<file path="src/csse_pkg.sv">
`default_nettype none
// ----------------------------------------------------------------------------
// csse_pkg
// Shared types, constants and basis tables for the cubic spline segment
// evaluation unit.
// ----------------------------------------------------------------------------
package csse_pkg;

  // Fixed formats: coordinates signed Q7.8, t unsigned Q0.16 with 1.0 included
  localparam int CoordBits = 16;
  localparam int TFracBits = 16;
  localparam int TW        = TFracBits + 1;
  localparam int NumCoords = 3;
  localparam int NumOps    = 4;
  localparam int NumTerms  = 4;
  localparam int PackW     = NumCoords * CoordBits;

  localparam logic [TW-1:0] TOne  = TW'(1) << TFracBits;
  localparam logic [TW-1:0] THalf = TW'(1) << (TFracBits - 1);

  // Six times a basis weight stays below 78 * 2^16 in magnitude
  localparam int CoefW   = 7;
  localparam int W6W     = 24;
  localparam int ProdW   = W6W + CoordBits;
  localparam int SumW    = ProdW + 2;
  localparam int ScaledW = SumW + 1 - TFracBits;

  // In-range scaled sums lie in [6*min, 6*max+5]
  localparam logic signed [ScaledW-1:0] ScaledMin =
      -(ScaledW'(6) <<< (CoordBits - 1));
  localparam logic signed [ScaledW-1:0] ScaledMax =
      (ScaledW'(6) <<< (CoordBits - 1)) - ScaledW'(1);
  localparam logic signed [SumW:0] RoundOff = (SumW + 1)'(3) << TFracBits;

  // Divide by six: q = (u * ceil(2^22 / 6)) >> 22, exact for u < 2^21
  localparam int UW         = CoordBits + 3;
  localparam int RecipW     = 20;
  localparam int RecipShift = 22;
  localparam logic [RecipW-1:0] RecipMul = 20'd699051;
  localparam int QuotW      = UW + RecipW;

  localparam logic signed [CoordBits-1:0] PosMin = {1'b1, {(CoordBits-1){1'b0}}};
  localparam logic signed [CoordBits-1:0] PosMax = {1'b0, {(CoordBits-1){1'b1}}};

  // Pipeline stage indices
  localparam int StgIn     = 0;
  localparam int StgSq     = 1;
  localparam int StgCube   = 2;
  localparam int StgWgt    = 3;
  localparam int StgProd   = 4;
  localparam int StgSum    = 5;
  localparam int StgDiv    = 6;
  localparam int StgOut    = 7;
  localparam int NumStages = 8;

  typedef logic [NumStages-1:0] csse_adv_t;
  typedef logic signed [W6W-1:0] csse_w6_t;

  typedef enum logic [1:0] {
    BasisBezier     = 2'd0,
    BasisHermite    = 2'd1,
    BasisCatmullRom = 2'd2,
    BasisBspline    = 2'd3
  } csse_basis_e;

  typedef struct packed {
    logic [TW-1:0]    t_param;
    logic [PackW-1:0] begin_point;
    logic [PackW-1:0] end_point;
    logic [PackW-1:0] begin_tangent;
    logic [PackW-1:0] end_tangent;
  } csse_in_t;

  typedef struct packed {
    logic signed [CoordBits-1:0] pos_x;
    logic signed [CoordBits-1:0] pos_y;
    logic signed [CoordBits-1:0] pos_z;
  } csse_out_t;

  // Six times each basis coefficient: [basis][operand][t3, t2, t, 1]
  localparam logic signed [CoefW-1:0] Coef6 [4][NumOps][NumTerms] = '{
    '{ '{-7'sd6,   7'sd18, -7'sd18,  7'sd6},
       '{ 7'sd6,   7'sd0,   7'sd0,   7'sd0},
       '{ 7'sd18, -7'sd36,  7'sd18,  7'sd0},
       '{-7'sd18,  7'sd18,  7'sd0,   7'sd0} },
    '{ '{ 7'sd12, -7'sd18,  7'sd0,   7'sd6},
       '{-7'sd12,  7'sd18,  7'sd0,   7'sd0},
       '{ 7'sd6,  -7'sd12,  7'sd6,   7'sd0},
       '{ 7'sd6,  -7'sd6,   7'sd0,   7'sd0} },
    '{ '{-7'sd3,   7'sd6,  -7'sd3,   7'sd0},
       '{ 7'sd9,  -7'sd15,  7'sd0,   7'sd6},
       '{-7'sd9,   7'sd12,  7'sd3,   7'sd0},
       '{ 7'sd3,  -7'sd3,   7'sd0,   7'sd0} },
    '{ '{-7'sd1,   7'sd3,  -7'sd3,   7'sd1},
       '{ 7'sd3,  -7'sd6,   7'sd0,   7'sd4},
       '{-7'sd3,   7'sd3,   7'sd3,   7'sd1},
       '{ 7'sd1,   7'sd0,   7'sd0,   7'sd0} }
  };

endpackage
`default_nettype wire

</file>
<file path="src/csse_weight.sv">
`default_nettype none
// ----------------------------------------------------------------------------
// csse_weight
// Forms t^2 and t^3 over two multiplier stages, then the four basis weights
// (scaled by six) in a third stage.
// ----------------------------------------------------------------------------
module csse_weight (
  input  wire logic                    clk_i,
  input  wire logic                    rst_ni,
  input  wire csse_pkg::csse_adv_t     adv_i,
  input  wire logic                    wgt_valid_i,
  input  wire logic [csse_pkg::TW-1:0] t_i,
  input  wire csse_pkg::csse_basis_e   basis_i,
  output csse_pkg::csse_w6_t           w6_o [csse_pkg::NumOps]
);
  import csse_pkg::*;

  logic [TW-1:0]   t1_q, t2_q;
  logic [2*TW-1:0] tt_q, t2t_q;
  logic [TW-1:0]   tsq_q;
  csse_basis_e     basis1_q, basis2_q, basis3_q;
  logic [2*TW:0]   tt_rnd, t2t_rnd;
  logic [TW-1:0]   tsq_d, tcube;
  csse_w6_t        w6_d [NumOps];
  csse_w6_t        w6_q [NumOps];

  // Stage 1: t squared, raw
  always_ff @(posedge clk_i) begin
    if (adv_i[StgSq]) begin
      t1_q     <= t_i;
      tt_q     <= t_i * t_i;
      basis1_q <= basis_i;
    end
  end

  // Stage 2: round t^2, then t^2 * t raw
  always_comb begin
    tt_rnd = {1'b0, tt_q} + (2*TW+1)'(THalf);
    tsq_d  = tt_rnd[TFracBits +: TW];
  end

  always_ff @(posedge clk_i) begin
    if (adv_i[StgCube]) begin
      t2_q     <= t1_q;
      tsq_q    <= tsq_d;
      t2t_q    <= tsq_d * t1_q;
      basis2_q <= basis1_q;
    end
  end

  // Stage 3: round t^3, weights w6 = a*t3 + b*t2 + c*t + d*one
  always_comb begin
    logic signed [W6W+3:0] acc;
    t2t_rnd = {1'b0, t2t_q} + (2*TW+1)'(THalf);
    tcube   = t2t_rnd[TFracBits +: TW];
    for (int i = 0; i < NumOps; i++) begin
      acc = Coef6[basis2_q][i][0] * $signed({1'b0, tcube})
          + Coef6[basis2_q][i][1] * $signed({1'b0, tsq_q})
          + Coef6[basis2_q][i][2] * $signed({1'b0, t2_q})
          + Coef6[basis2_q][i][3] * $signed({1'b0, TOne});
      w6_d[i] = acc[W6W-1:0];
    end
  end

  always_ff @(posedge clk_i) begin
    if (adv_i[StgWgt]) begin
      w6_q     <= w6_d;
      basis3_q <= basis2_q;
    end
  end

  assign w6_o = w6_q;

`ifndef SYNTHESIS
  // Interpolating and approximating bases (not Hermite) form a partition of unity
  a_unity_sum: assert property (@(posedge clk_i) disable iff (!rst_ni)
    (wgt_valid_i && basis3_q != BasisHermite) |->
      ((W6W+2)'(w6_q[0]) + (W6W+2)'(w6_q[1]) + (W6W+2)'(w6_q[2]) + (W6W+2)'(w6_q[3])
        == ((W6W+2)'(6) << TFracBits)))
    else $error("basis weights do not sum to one");
`endif

endmodule
`default_nettype wire

</file>
<file path="config.mk">
export PLATFORM = sky130hd
export DESIGN_NAME = csse_weight
export DESIGN_NICKNAME = d
export VERILOG_FILES = /design/src/csse_pkg.sv /design/src/csse_weight.sv
export SDC_FILE = /design/constraint.sdc
export NUM_CORES = 2
export LEC_CHECK = 0
export ABC_AREA = 1
export BUFFER_PORTS_ARGS = -buffer_cell sky130_fd_sc_hd__buf_2
export CORE_ASPECT_RATIO = 1.1
export CORE_MARGIN = 8
export CORE_UTILIZATION = 61
export DETAILED_ROUTE_END_ITERATION = 8
export PLACE_DENSITY = 0.9
export SLEW_MARGIN = 20
export SYNTH_ARGS = -nofsm -noshare
export SYNTH_HDL_FRONTEND = slang
export SYNTH_SLANG_ARGS = --single-unit
</file>
<file path="constraint.sdc">
create_clock -name clk_i -period 9.2 [get_ports clk_i]
set_input_delay 0.46 -clock clk_i [delete_from_list [all_inputs] [get_ports clk_i]]
set_output_delay 0.46 -clock clk_i [all_outputs]
set_load 0.05 [all_outputs]
</file>
**Word level (Yosys, flattened, before mapping)**

Index checks and enable logic that the tools add are counted.

- Logic and storage cells: 44
- Flip-flop bits (word level): 217
- Input bits: 30
- Output and inout bits: 96

- Bitwise operators: 1
- Add/subtract/negate cells: 14
- Mux-type cells: 3
- Order comparisons: 1
- Multipliers: 14

Operator list:

| kind | number |
|---|---|
| 7-bit by 18-bit multiplier with 24-bit output | 12 |
| 112-bit binary-select mux with 2-bit select | 1 |
| 112-bit 2-to-1 mux | 2 |
| 24-bit adder | 8 |
| 24-bit by 23-bit adder with 24-bit output | 4 |
| 33-bit by 16-bit adder with 33-bit output (second input constant) | 2 |
| 17-bit by 17-bit multiplier with 33-bit output | 2 |
| 3-bit >= comparator (second input constant) | 1 |
| 2-bit NOT with 3-bit output | 1 |

**Depth between registers and ports, before layout**

- Depth in word-level cells: 8
- Depth in mapped cells: 35
- Gate-level depth less buffers: 35

**Least setup slack after synthesis**

Ideal clock, no wire load.

- Path type: flip-flop to flip-flop
- Start: register basis2_q[1]
- End: register w6_q (netlist bit w6_o[86]), data pin
- Period minus slack after synthesis: 7.753 ns
- Stages on the path, launching flop included: 28
- Arrival: 7.494 ns
- Library setup time: 0.259 ns
- Buffers on the path: 5
- Setup slack: 1.447 ns
- Required time: 8.941 ns
- Cell sequence: edfxtp_1 > buf_2 > inv_2 > buf_1 > ha_1 > clkbuf_1 > clkbuf_1 > clkbuf_1 > nor2_1 > fa_1 > inv_1 > fa_1 > fa_1 > inv_1 > fa_1 > fa_1 > fa_1 > inv_1 > fa_1 > inv_1 > ha_1 > a21oi_1 > nand2_1 > a21boi_0 > o21ai_1 > nand2_1 > nand2_1 > xor2_1

RTL lines:

| item | RTL line | source |
|---|---|---|
| from (decl) | csse_weight.sv:21 | `csse_basis_e basis1_q, basis2_q, basis3_q;` |
| from (signal assigned) | csse_weight.sv:47 | `basis2_q <= basis1_q;` |
| to (signal assigned) | csse_weight.sv:67 | `w6_q <= w6_d;` |
| to (decl) | csse_weight.sv:25 | `csse_w6_t w6_q [NumOps];` |

==> results.ini <==
[status]
status=completed

[clock_network]
cts-resized-gates=0
cts-buffers-inserted=17
clk_path_buf_depth=2
cts_root_buffer=clkbuf_16
clk_pin_slew_ps=100
clkLatencyLatePin_ps=570
cts_hold_buffers=0
cts_tree=built
ctsHtreeMaxLevel=4
cts_setup_buffers=0
cts.sinks=185

[timing]
worst_pin_slew_ps=1190
skew_ps=20.7
hold_violations=0
fmax_mhz=125
slew_violations=0
setup_viol=0
final.setup.tns_ps=0
slew-limit-headroom_pct=20.4
rsz0062_at_grt=no
finalCritPeriodShare_pct=87.1
fin_crit_ps=8010

[synthesis]
synth_area_leaders=fa_1, ha_1, inv_1
ys_seq_area_share_pct=8.97
syn_avg_cell_area_um2=8.57
yosysWarnings=0
synthesis.area_um2=61900
synth_nets=9329
syn_inst=7228
synth-async-reset-ratio_pct=0
synth.top_cell.area_share_pct=42.0
yosysUniqueCellTypes=49
yosysMostFrequentCell=inv_1
synth_edf_count=185
synth_commonest_cells=inv_1, fa_1, nand2_1
synth_flop_cell=edfxtp_1
yosys_register_bits=185
synth_top_cell_by_area=fa_1

[setup_path]
worstPathMaxFanout=5
startpoint_type=flop
cp_slowest_stage_delay_ps=600
crit_type=reg2reg
cp-end-kind=flop
required_ps=9530
crit_top_cell=fa_1
arrival_ps=8340
crit_slowest_cell=nor2_1

[routing]
ant_nets=0
vias_per_cell=5.54
drtIter0Drc=4043
wl_per_cell_um=22.7
drt-pass1-iter-count=5
vias=47567
drt_wl_total_mm=195
drc=0

[global_routing]
grt_pass1_vias=52189
antenna_found_initial=2
grt_pass1_wl_mm=300
overflow=0
grt_max_degree=59
grtUsageTotal_pct=35.7

[floorplanning]
core-area_um2=101000
start_util_pct=61.6
io-pin-count=126
die_height_um=350
die_w_um=320
die_area_um2=112000
num_rows=122

[finish]
drive_above_1_share_pct=4.22
layout.nets=9368
areaGrowthSynthToFinish_pct=4.31
fillCellCount=8221

[run]
maxCapViolCount=0

[placed_design]
dp.final_hpwl_mm=167
place.gp.congestion=1.02
numPortBuffers=118

[min_path]
hold_path_class=in2reg

==> final cells by class <==
| type | instances | area (um2) | area share [%] |
|---|---|---|---|
| timing repair buffer | 182 | 1090 | 1.68 |
| antenna | 2 | 5.00 | 0.00775 |
| inverter | 2373 | 8910 | 13.8 |
| clock inverter | 15 | 219 | 0.339 |
| tap | 1302 | 1630 | 2.52 |
| multi-input combinational | 4508 | 46800 | 72.4 |
| clock buffer | 17 | 425 | 0.659 |
| sequential | 185 | 5560 | 8.60 |
==> worst max-delay path, delay by kind of cell, from the launching register on <==
kind / cells / cell delay [ps]
flops: 1 / 440
compound gates: 4 / 900
fa+ha+maj: 9 / 4210
buf+inv: 5 / 510
simple gates: 10 / 1710
==> path summary, 6_finish.rpt <==
check | startpoint | to | slack (ps) | depth (start not counted)
max reg2reg | t2t_q[15] | w6_o[37] | 1190 | 28
max | t2t_q[15] | w6_o[37] | 1190 | 28
min reg2reg | basis1_q[0] | basis2_q[0] | 430 | 0
min | basis_i[0] | basis1_q[0] | 140 | 1
==> cells by family (layout without fill, tap and decap cells) <==
group                    after synthesis  count (layout)  synth area share [%]
XOR/XNOR                             137             137                  1.95
other                                  0               2                     0
flip-flops                           185             185                  8.97
AND/OR/NAND/NOR                     1942            1942                  12.8
buffers and inverters               2535            2587                  15.5
AO/OA/AOI/OAI                        358             358                  3.22
adder cells (fa/ha/maj)             2071            2071                  57.6
==> stage by stage <==
| step | hold WS [ps] | util, % | cells | cell area [um2] | worst slack (ps) |
|---|---|---|---|---|---|
| floorplan | 400 | - | 7228 | 61900 | 1450 |
| CTS | 107 | 64.2 | 8582 | 64600 | 1310 |
| global route | 114 | 64.2 | 8582 | 64600 | 887 |
| global placement | 403 | 63.6 | 8550 | 63900 | 1530 |
| finish | 140 | 64.2 | 8584 | 64600 | 1190 |
| detailed placement | 408 | 63.6 | 8550 | 63900 | 1360 |
==> cell usage in the layout, fill, tap and decap left out, types with 17 or more instances in the layout <==
cell	count
a21oi_1	167
buf_2	117
buf_4	64
clkbuf_16	17
edfxtp_1	185
fa_1	1298
ha_1	771
inv_1	2347
inv_2	17
nand2_1	1092
nand3_1	125
nand4_1	34
nor2_1	570
nor3_1	37
o21ai_0	104
o21bai_1	31
or2_2	20
xnor2_1	49
xor2_1	87
==> metal layers <==
metal  share of wire [%]  global-route usage, %  wire length [um]
met1                  34                   40.0             66800
met4                  10                   29.6             20100
met5               0.010                      0                20
met2                  48                   60.4             93100
met3                 7.5                   5.65             14600
==> flip-flops by register name (all words and copies together), names as in the netlist <==
name      cells
basis1_q      2
basis2_q      2
t1_q         17
t2_q         17
t2t_q        18
tsq_q        17
tt_q         18
w6_o         94
Power is not shown: default switching activity piles up to over one toggle a cycle in this logic, so the estimate is an artifact.
