[src/csse_pkg.sv]
`default_nettype none
// ----------------------------------------------------------------------------
// csse_pkg
// Shared types, constants and basis tables for the cubic spline segment
// evaluation unit.
// ----------------------------------------------------------------------------
package csse_pkg;

  // Fixed formats: coordinates signed Q7.8, t unsigned Q0.16 with 1.0 included
  localparam int CoordBits = 16;
  localparam int TFracBits = 16;
  localparam int TW        = TFracBits + 1;
  localparam int NumCoords = 3;
  localparam int NumOps    = 4;
  localparam int NumTerms  = 4;
  localparam int PackW     = NumCoords * CoordBits;

  localparam logic [TW-1:0] TOne  = TW'(1) << TFracBits;
  localparam logic [TW-1:0] THalf = TW'(1) << (TFracBits - 1);

  // Six times a basis weight stays below 78 * 2^16 in magnitude
  localparam int CoefW   = 7;
  localparam int W6W     = 24;
  localparam int ProdW   = W6W + CoordBits;
  localparam int SumW    = ProdW + 2;
  localparam int ScaledW = SumW + 1 - TFracBits;

  // In-range scaled sums lie in [6*min, 6*max+5]
  localparam logic signed [ScaledW-1:0] ScaledMin =
      -(ScaledW'(6) <<< (CoordBits - 1));
  localparam logic signed [ScaledW-1:0] ScaledMax =
      (ScaledW'(6) <<< (CoordBits - 1)) - ScaledW'(1);
  localparam logic signed [SumW:0] RoundOff = (SumW + 1)'(3) << TFracBits;

  // Divide by six: q = (u * ceil(2^22 / 6)) >> 22, exact for u < 2^21
  localparam int UW         = CoordBits + 3;
  localparam int RecipW     = 20;
  localparam int RecipShift = 22;
  localparam logic [RecipW-1:0] RecipMul = 20'd699051;
  localparam int QuotW      = UW + RecipW;

  localparam logic signed [CoordBits-1:0] PosMin = {1'b1, {(CoordBits-1){1'b0}}};
  localparam logic signed [CoordBits-1:0] PosMax = {1'b0, {(CoordBits-1){1'b1}}};

  // Pipeline stage indices
  localparam int StgIn     = 0;
  localparam int StgSq     = 1;
  localparam int StgCube   = 2;
  localparam int StgWgt    = 3;
  localparam int StgProd   = 4;
  localparam int StgSum    = 5;
  localparam int StgDiv    = 6;
  localparam int StgOut    = 7;
  localparam int NumStages = 8;

  typedef logic [NumStages-1:0] csse_adv_t;
  typedef logic signed [W6W-1:0] csse_w6_t;

  typedef enum logic [1:0] {
    BasisBezier     = 2'd0,
    BasisHermite    = 2'd1,
    BasisCatmullRom = 2'd2,
    BasisBspline    = 2'd3
  } csse_basis_e;

  typedef struct packed {
    logic [TW-1:0]    t_param;
    logic [PackW-1:0] begin_point;
    logic [PackW-1:0] end_point;
    logic [PackW-1:0] begin_tangent;
    logic [PackW-1:0] end_tangent;
  } csse_in_t;

  typedef struct packed {
    logic signed [CoordBits-1:0] pos_x;
    logic signed [CoordBits-1:0] pos_y;
    logic signed [CoordBits-1:0] pos_z;
  } csse_out_t;

  // Six times each basis coefficient: [basis][operand][t3, t2, t, 1]
  localparam logic signed [CoefW-1:0] Coef6 [4][NumOps][NumTerms] = '{
    '{ '{-7'sd6,   7'sd18, -7'sd18,  7'sd6},
       '{ 7'sd6,   7'sd0,   7'sd0,   7'sd0},
       '{ 7'sd18, -7'sd36,  7'sd18,  7'sd0},
       '{-7'sd18,  7'sd18,  7'sd0,   7'sd0} },
    '{ '{ 7'sd12, -7'sd18,  7'sd0,   7'sd6},
       '{-7'sd12,  7'sd18,  7'sd0,   7'sd0},
       '{ 7'sd6,  -7'sd12,  7'sd6,   7'sd0},
       '{ 7'sd6,  -7'sd6,   7'sd0,   7'sd0} },
    '{ '{-7'sd3,   7'sd6,  -7'sd3,   7'sd0},
       '{ 7'sd9,  -7'sd15,  7'sd0,   7'sd6},
       '{-7'sd9,   7'sd12,  7'sd3,   7'sd0},
       '{ 7'sd3,  -7'sd3,   7'sd0,   7'sd0} },
    '{ '{-7'sd1,   7'sd3,  -7'sd3,   7'sd1},
       '{ 7'sd3,  -7'sd6,   7'sd0,   7'sd4},
       '{-7'sd3,   7'sd3,   7'sd3,   7'sd1},
       '{ 7'sd1,   7'sd0,   7'sd0,   7'sd0} }
  };

endpackage
`default_nettype wire

[src/csse_lane.sv]
`default_nettype none
// ----------------------------------------------------------------------------
// csse_lane
// One coordinate lane: weight products, sum with rounding, divide by six by
// reciprocal multiply, saturate into the output register.
// ----------------------------------------------------------------------------
module csse_lane (
  input  wire logic                                clk_i,
  input  wire logic                                rst_ni,
  input  wire csse_pkg::csse_adv_t                 adv_i,
  input  wire logic                                out_valid_i,
  input  wire csse_pkg::csse_w6_t                  w6_i    [csse_pkg::NumOps],
  input  wire logic signed [csse_pkg::CoordBits-1:0] coord_i [csse_pkg::NumOps],
  output logic signed [csse_pkg::CoordBits-1:0]    pos_o
);
  import csse_pkg::*;

  logic signed [ProdW-1:0]   prod_q [NumOps];
  logic signed [SumW:0]      sum_d;
  logic signed [ScaledW-1:0] scaled_q;
  logic signed [ScaledW-1:0] biased;
  logic [QuotW-1:0]          quot_q;
  logic                      lo_q, hi_q;
  logic [CoordBits-1:0]      quot;
  logic signed [CoordBits-1:0] pos_d, pos_q;

  // Stage 4: one product per operand
  always_ff @(posedge clk_i) begin
    if (adv_i[StgProd]) begin
      for (int i = 0; i < NumOps; i++) begin
        prod_q[i] <= w6_i[i] * coord_i[i];
      end
    end
  end

  // Stage 5: sum plus half of six, scaled down by 2^T (floor)
  always_comb begin
    sum_d = RoundOff;
    for (int i = 0; i < NumOps; i++) begin
      sum_d = sum_d + (SumW+1)'(prod_q[i]);
    end
  end

  always_ff @(posedge clk_i) begin
    if (adv_i[StgSum]) begin
      scaled_q <= sum_d[SumW:TFracBits];
    end
  end

  // Stage 6: range check and reciprocal multiply on the biased value
  assign biased = scaled_q - ScaledMin;

  always_ff @(posedge clk_i) begin
    if (adv_i[StgDiv]) begin
      lo_q   <= scaled_q < ScaledMin;
      hi_q   <= scaled_q > ScaledMax;
      quot_q <= biased[UW-1:0] * RecipMul;
    end
  end

  // Stage 7: remove the bias (flip the sign bit) or saturate
  always_comb begin
    quot = quot_q[RecipShift +: CoordBits];
    if (hi_q) begin
      pos_d = PosMax;
    end else if (lo_q) begin
      pos_d = PosMin;
    end else begin
      pos_d = {~quot[CoordBits-1], quot[CoordBits-2:0]};
    end
  end

  always_ff @(posedge clk_i) begin
    if (adv_i[StgOut]) begin
      pos_q <= pos_d;
    end
  end

  assign pos_o = pos_q;

`ifndef SYNTHESIS
  // An in-range value must divide to a quotient that fits the coordinate width
  a_quot_fits: assert property (@(posedge clk_i) disable iff (!rst_ni)
    (out_valid_i && !lo_q && !hi_q) |-> (quot_q[QuotW-1:RecipShift+CoordBits] == '0))
    else $error("divide-by-six quotient overflow");
`endif

endmodule
`default_nettype wire
[config.mk]
export PLATFORM = sky130hd
export DESIGN_NAME = csse_lane
export DESIGN_NICKNAME = d
export VERILOG_FILES = /design/src/csse_pkg.sv /design/src/csse_lane.sv
export SDC_FILE = /design/constraint.sdc
export NUM_CORES = 2
export LEC_CHECK = 0
export BUFFER_PORTS_ARGS = -buffer_cell sky130_fd_sc_hd__buf_2
export CAP_MARGIN = 20
export CORE_ASPECT_RATIO = 0.8
export CORE_MARGIN = 2
export CORE_UTILIZATION = 60
export DETAILED_ROUTE_END_ITERATION = 10
export HOLD_SLACK_MARGIN = 0.05
export PLACE_DENSITY = 0.83
export SLEW_MARGIN = 30
export SYNTH_ARGS = -nofsm -noshare
export SYNTH_HDL_FRONTEND = slang
export SYNTH_SLANG_ARGS = --single-unit
[constraint.sdc]
create_clock -name clk_i -period 20.3 [get_ports clk_i]
set_input_delay 2.03 -clock clk_i [delete_from_list [all_inputs] [get_ports clk_i]]
set_output_delay 2.03 -clock clk_i [all_outputs]
set_load 0.02 [all_outputs]
### Word level (Yosys, flattened, before mapping)

Memory sizes are Yosys's and may differ from the RTL's.
Index checks and enable logic that the tools add are counted.
W data, S select, Z words.

| word-level totals | value |
|---|---|
| register bits | 83 |
| RAM bits | 160 |
| output and inout bits | 16 |
| word-level logic and storage cells | 22 |
| memories | 1 |

| cells by class | value |
|---|---|
| $add $sub $neg | 5 |
| $mul | 5 |
| $lt $le $gt $ge | 2 |
| mux-type cells | 3 |
| bitwise operators | 1 |

Memories:

| memory | depth | width | read ports | clocked after memory_dff | write ports | RTL line | text |
|---|---|---|---|---|---|---|---|
| prod_q | 4 | 40 | 4 | 0 | 4 | csse_lane.sv:18 | `logic signed [ProdW-1:0] prod_q [NumOps];` |

Operators by type and width:

| cell | count |
|---|---|
| $mul A24 B16 Y40 | 4 |
| $add A42 B40 Y43 | 1 |
| $add A43 B40 Y43 | 1 |
| $add A41 B40 Y42 | 1 |
| $add A19 B40 Y41 const A | 1 |
| $mul A19 B20 Y38 const B | 1 |
| $gt A27 B19 Y1 const B | 1 |
| $lt A27 B19 Y1 const B | 1 |
| $sub A19 B19 Y19 const B | 1 |
| $mux W16 | 1 |
| $mux W1 | 2 |
| $not A1 Y1 | 1 |

### Depth between registers and ports, before layout

| logic depth | value |
|---|---|
| word-level depth | 4 |
| gate-level depth with buffers | 26 |
| depth with buffers taken out | 25 |

### Worst setup path before layout

OpenSTA, ideal clock, no wires.

| timing path | value |
|---|---|
| path type | input -> register |
| from | input port w6_i[47] (netlist name) |
| to | memory prod_q[2][39] (netlist name), data pin |
| setup time | 0.260 ns |
| arrival time | 7.813 ns |
| setup slack | 12.227 ns |
| stages on the path | 25 |
| path buffers | 2 |
| cells stage by stage | clkbuf_1 > nand2_1 > inv_1 > fa_1 > fa_1 > inv_1 > fa_1 > inv_1 > fa_1 > fa_1 > inv_1 > fa_1 > inv_1 > ha_1 > clkbuf_1 > a21o_1 > a21oi_1 > o21bai_1 > a221o_1 > a211oi_1 > o31ai_1 > a311o_1 > a31o_2 > a21oi_1 > xnor2_1 |

RTL lines:

| element | RTL line | text |
|---|---|---|
| start, declared | csse_lane.sv:12 | `input wire csse_pkg::csse_w6_t w6_i [csse_pkg::NumOps],` |
| end, declared | csse_lane.sv:18 |  |

==> metrics <==
worst-skew pair later-pin latency=around 0.55 ns; critical path's slowest cell=clkinv_1; Critical Path Start Type=primary input; area fraction of the dominant cell type after synthesis=0.478; EDFF count, synth=roughly 220; clock transition at the registers of the reported paths=0.06 ns; Starting Density=0.603; final clock period utilization by the worst path=0.451; syn_nets=about 9,700; total gr overflow=0; Layout Area Growth over Synthesis=3.92%; routed wire length per instance=18.7 um; CP Data Required Time=20.61 ns; Final Routed Wirelength=~160,000 um; chain of cells forming the critical path=buf_2 > clkinv_1 > nor2_1 > fa_1 > fa_1 > fa_1 > fa_1 > fa_1 > inv_1 > fa_1 > inv_1 > ha_1 > nand2_1 > or4_1 > o31ai_2 > a311oi_1 > o21ai_0 > a31oi_1 > o41ai_1 > xor2_1; number of register bits inferred by synthesis=about 220; first-pass iteration count of the detailed router=6; post-CTS setup buffer count=0; Final Hold Vio Count=0; antenna diode count=0; antenna violations before repair=9; Crit Path Class=in -> reg; most frequent cells after synthesis=inv_1, fa_1, nand2_1; flip-flop cell with the highest count after synthesis=edfxtp_1; # fillers=a little over 9,000; maximum cell stage delay along the critical path=~0.73 ns; Final HPWL DP=~140,000 um; area of the mapped netlist=around 70,000 um2; Critical Path AT=approximately 9.5 ns; status=finished clean; library cells used by synthesis=69; Die ar.=120,000 um2; synthesized instance count=7,267; setup skew after layout=about 0.026 ns; number of max-slew violations in the final report=0; post-synthesis cell type with the largest combined area=fa_1; htree depth=1; largest net degree at the start of global routing=94; Max-Slew Margin vs Limit=0.410; last weighted congestion value of the routability-driven placer=~0.9; kind of end point of the critical path=flop; # hold bufs at CTS=0; maximum root-to-sink buffer count=3; TritonCTS buffer count=22; global routing usage summed across all routing layers=0.289; routed vias=roughly 49,000; DRT iter0 DRCs=3,521; setup repair after global routing missed its margin=false; total of buffers placed on input and output ports=180; shortest clock period the worst path allows after layout=around 9 ns; drc violations=0; die width=between 300 and 400 um; Root Buffer=clkbuf_16; clock tree from TritonCTS=done; vias in the first global route=around 54,000; crit-path most repeated cell=fa_1; CORE AREA=around 120,000 um2; number of clock sinks=~220; count of warnings emitted by yosys=0; fmax=about 110 MHz; top fanout value on the critical path=19; total negative slack=0 ns; drt via density=~5.6; remaining antenna violation count after routing=0; final setup violating endpoints=0; top-count cell post-synth=inv_1; post-synthesis area per instance=around 9.6 um2; Gates resized, CTS repair=0; category of cells accounting for the largest share of critical-path delay=adder cells; Row Count=between 100 and 150; Area contributors post-synth=fa_1, ha_1, inv_1, edfxtp_1, and2_1; # Max-Cap Violations=0; I/O pin total=around 190; class of the worst hold path=reg -> reg; global-route wire length before repair=around 270,000 um; y dimension of the die=around 310 um; post-layout net count=around 9,700; fraction of the yosys area taken by sequential cells=0.0947; async set or reset register ratio after synthesis=0; Worst Max-Slew Pin Slew=0.885 ns; share of cells above drive strength 1=0.0340; number of buffers and inverters on the critical path=4
==> state kept, by name, indices dropped and copies added (netlist names) <==
register	flops
quot_q	16
prod_q	160
scaled_q	27
lo_q	1
hi_q	1
pos_o	16
==> final timing paths <==
path | end | slack [ns] | from | depth (start not counted)
max | prod_q[3][38]$_DFFE_PP_ | 11.15 | coord_i[15] | 20
min | pos_o[0]$_SDFFCE_PP1P_ | 0.52 | quot_q[22]$_DFFE_PP_ | 1
max reg2reg | quot_q[37]$_DFFE_PP_ | 13.26 | scaled_q[17]$_DFFE_PP_ | 24
min reg2reg | pos_o[0]$_SDFFCE_PP1P_ | 0.52 | quot_q[22]$_DFFE_PP_ | 1
==> layer usage <==
metal / vias up / GRT usage / wire length (um)
li1: 21358 / - / -
met5: - / 0.00926 / 220
met4: 12 / 0.0894 / 5570
met1: 25029 / 0.380 / 64000
met2: 2056 / 0.496 / 82000
met3: 440 / 0.0445 / 13000
==> stage by stage <==
stage          setup WS [ns]  cells   util  hold slack, ns  cell area [um2]
3_5_place_dp           10.77   8760  0.620           0.509            72100
4_1_cts                11.29   8800  0.626           0.528            72900
5_1_grt                10.88   8800  0.626           0.552            72900
2_1_floorplan          12.23   7267      -           0.495            70100
3_3_place_gp           10.84   8760  0.620           0.504            72100
6_report               11.15   8800  0.626           0.524            72900
==> final cells by class <==
| class | count | area (um2) | area share |
|---|---|---|---|
| Clock inverter | 18 | 199 | 0.00273 |
| Clock buffer | 22 | 551 | 0.00756 |
| Tap cell | 1539 | 1930 | 0.0264 |
| Inverter | 1944 | 7300 | 0.100 |
| Timing Repair Buffer | 183 | 930 | 0.0128 |
| Sequential cell | 221 | 6640 | 0.0911 |
| Multi-Input combinational cell | 4873 | 55300 | 0.759 |
==> logic make-up after synthesis <==
logic type | after synthesis | share of synthesized area
adder cells (fa/ha/maj) | 2277 | 0.586
buffers and inverters | 2173 | 0.116
AND/OR/NAND/NOR | 1853 | 0.127
AO/OA/AOI/OAI | 522 | 0.0489
flip-flops | 221 | 0.0947
XOR/XNOR | 218 | 0.0272
multiplexers | 3 | 0.000428
==> worst register-to-register path: stages (launching register included) <==
cell and delay (ns):
edfxtp_1 0.55, inv_1 0.13, ha_1 0.25, xnor2_1 0.38, ha_1 0.33, fa_1 0.54
inv_1 0.05, fa_1 0.50, inv_1 0.05, fa_1 0.50, inv_1 0.05, fa_1 0.46
fa_1 0.50, inv_1 0.05, ha_1 0.32, a21oi_1 0.15, a21oi_1 0.08, a211oi_1 0.39
o211ai_1 0.23, a31o_2 0.29, a21oi_4 0.19, o21ai_2 0.12, o41a_1 0.37, a21oi_2 0.16
xnor2_1 0.11
==> cell usage in the layout (no fill, tap or decap), types with 14 or more instances in the layout <==
cell type	n
o21bai_1	28
a31oi_1	14
a21oi_1	160
o21a_1	18
buf_2	179
nand2b_1	35
nand4_1	18
ha_1	602
inv_1	1942
o21ai_0	79
xor2_1	57
nand3_1	36
nor3_1	21
o211ai_1	14
xnor2_1	161
nor2_1	162
a211oi_1	20
fa_1	1675
nand2_1	902
a21o_1	95
and2_1	618
clkbuf_16	22
nor2b_1	14
and3_1	16
edfxtp_1	221
Power is not shown: default switching activity piles up to over one toggle a cycle in this logic, so the estimate is an artifact.
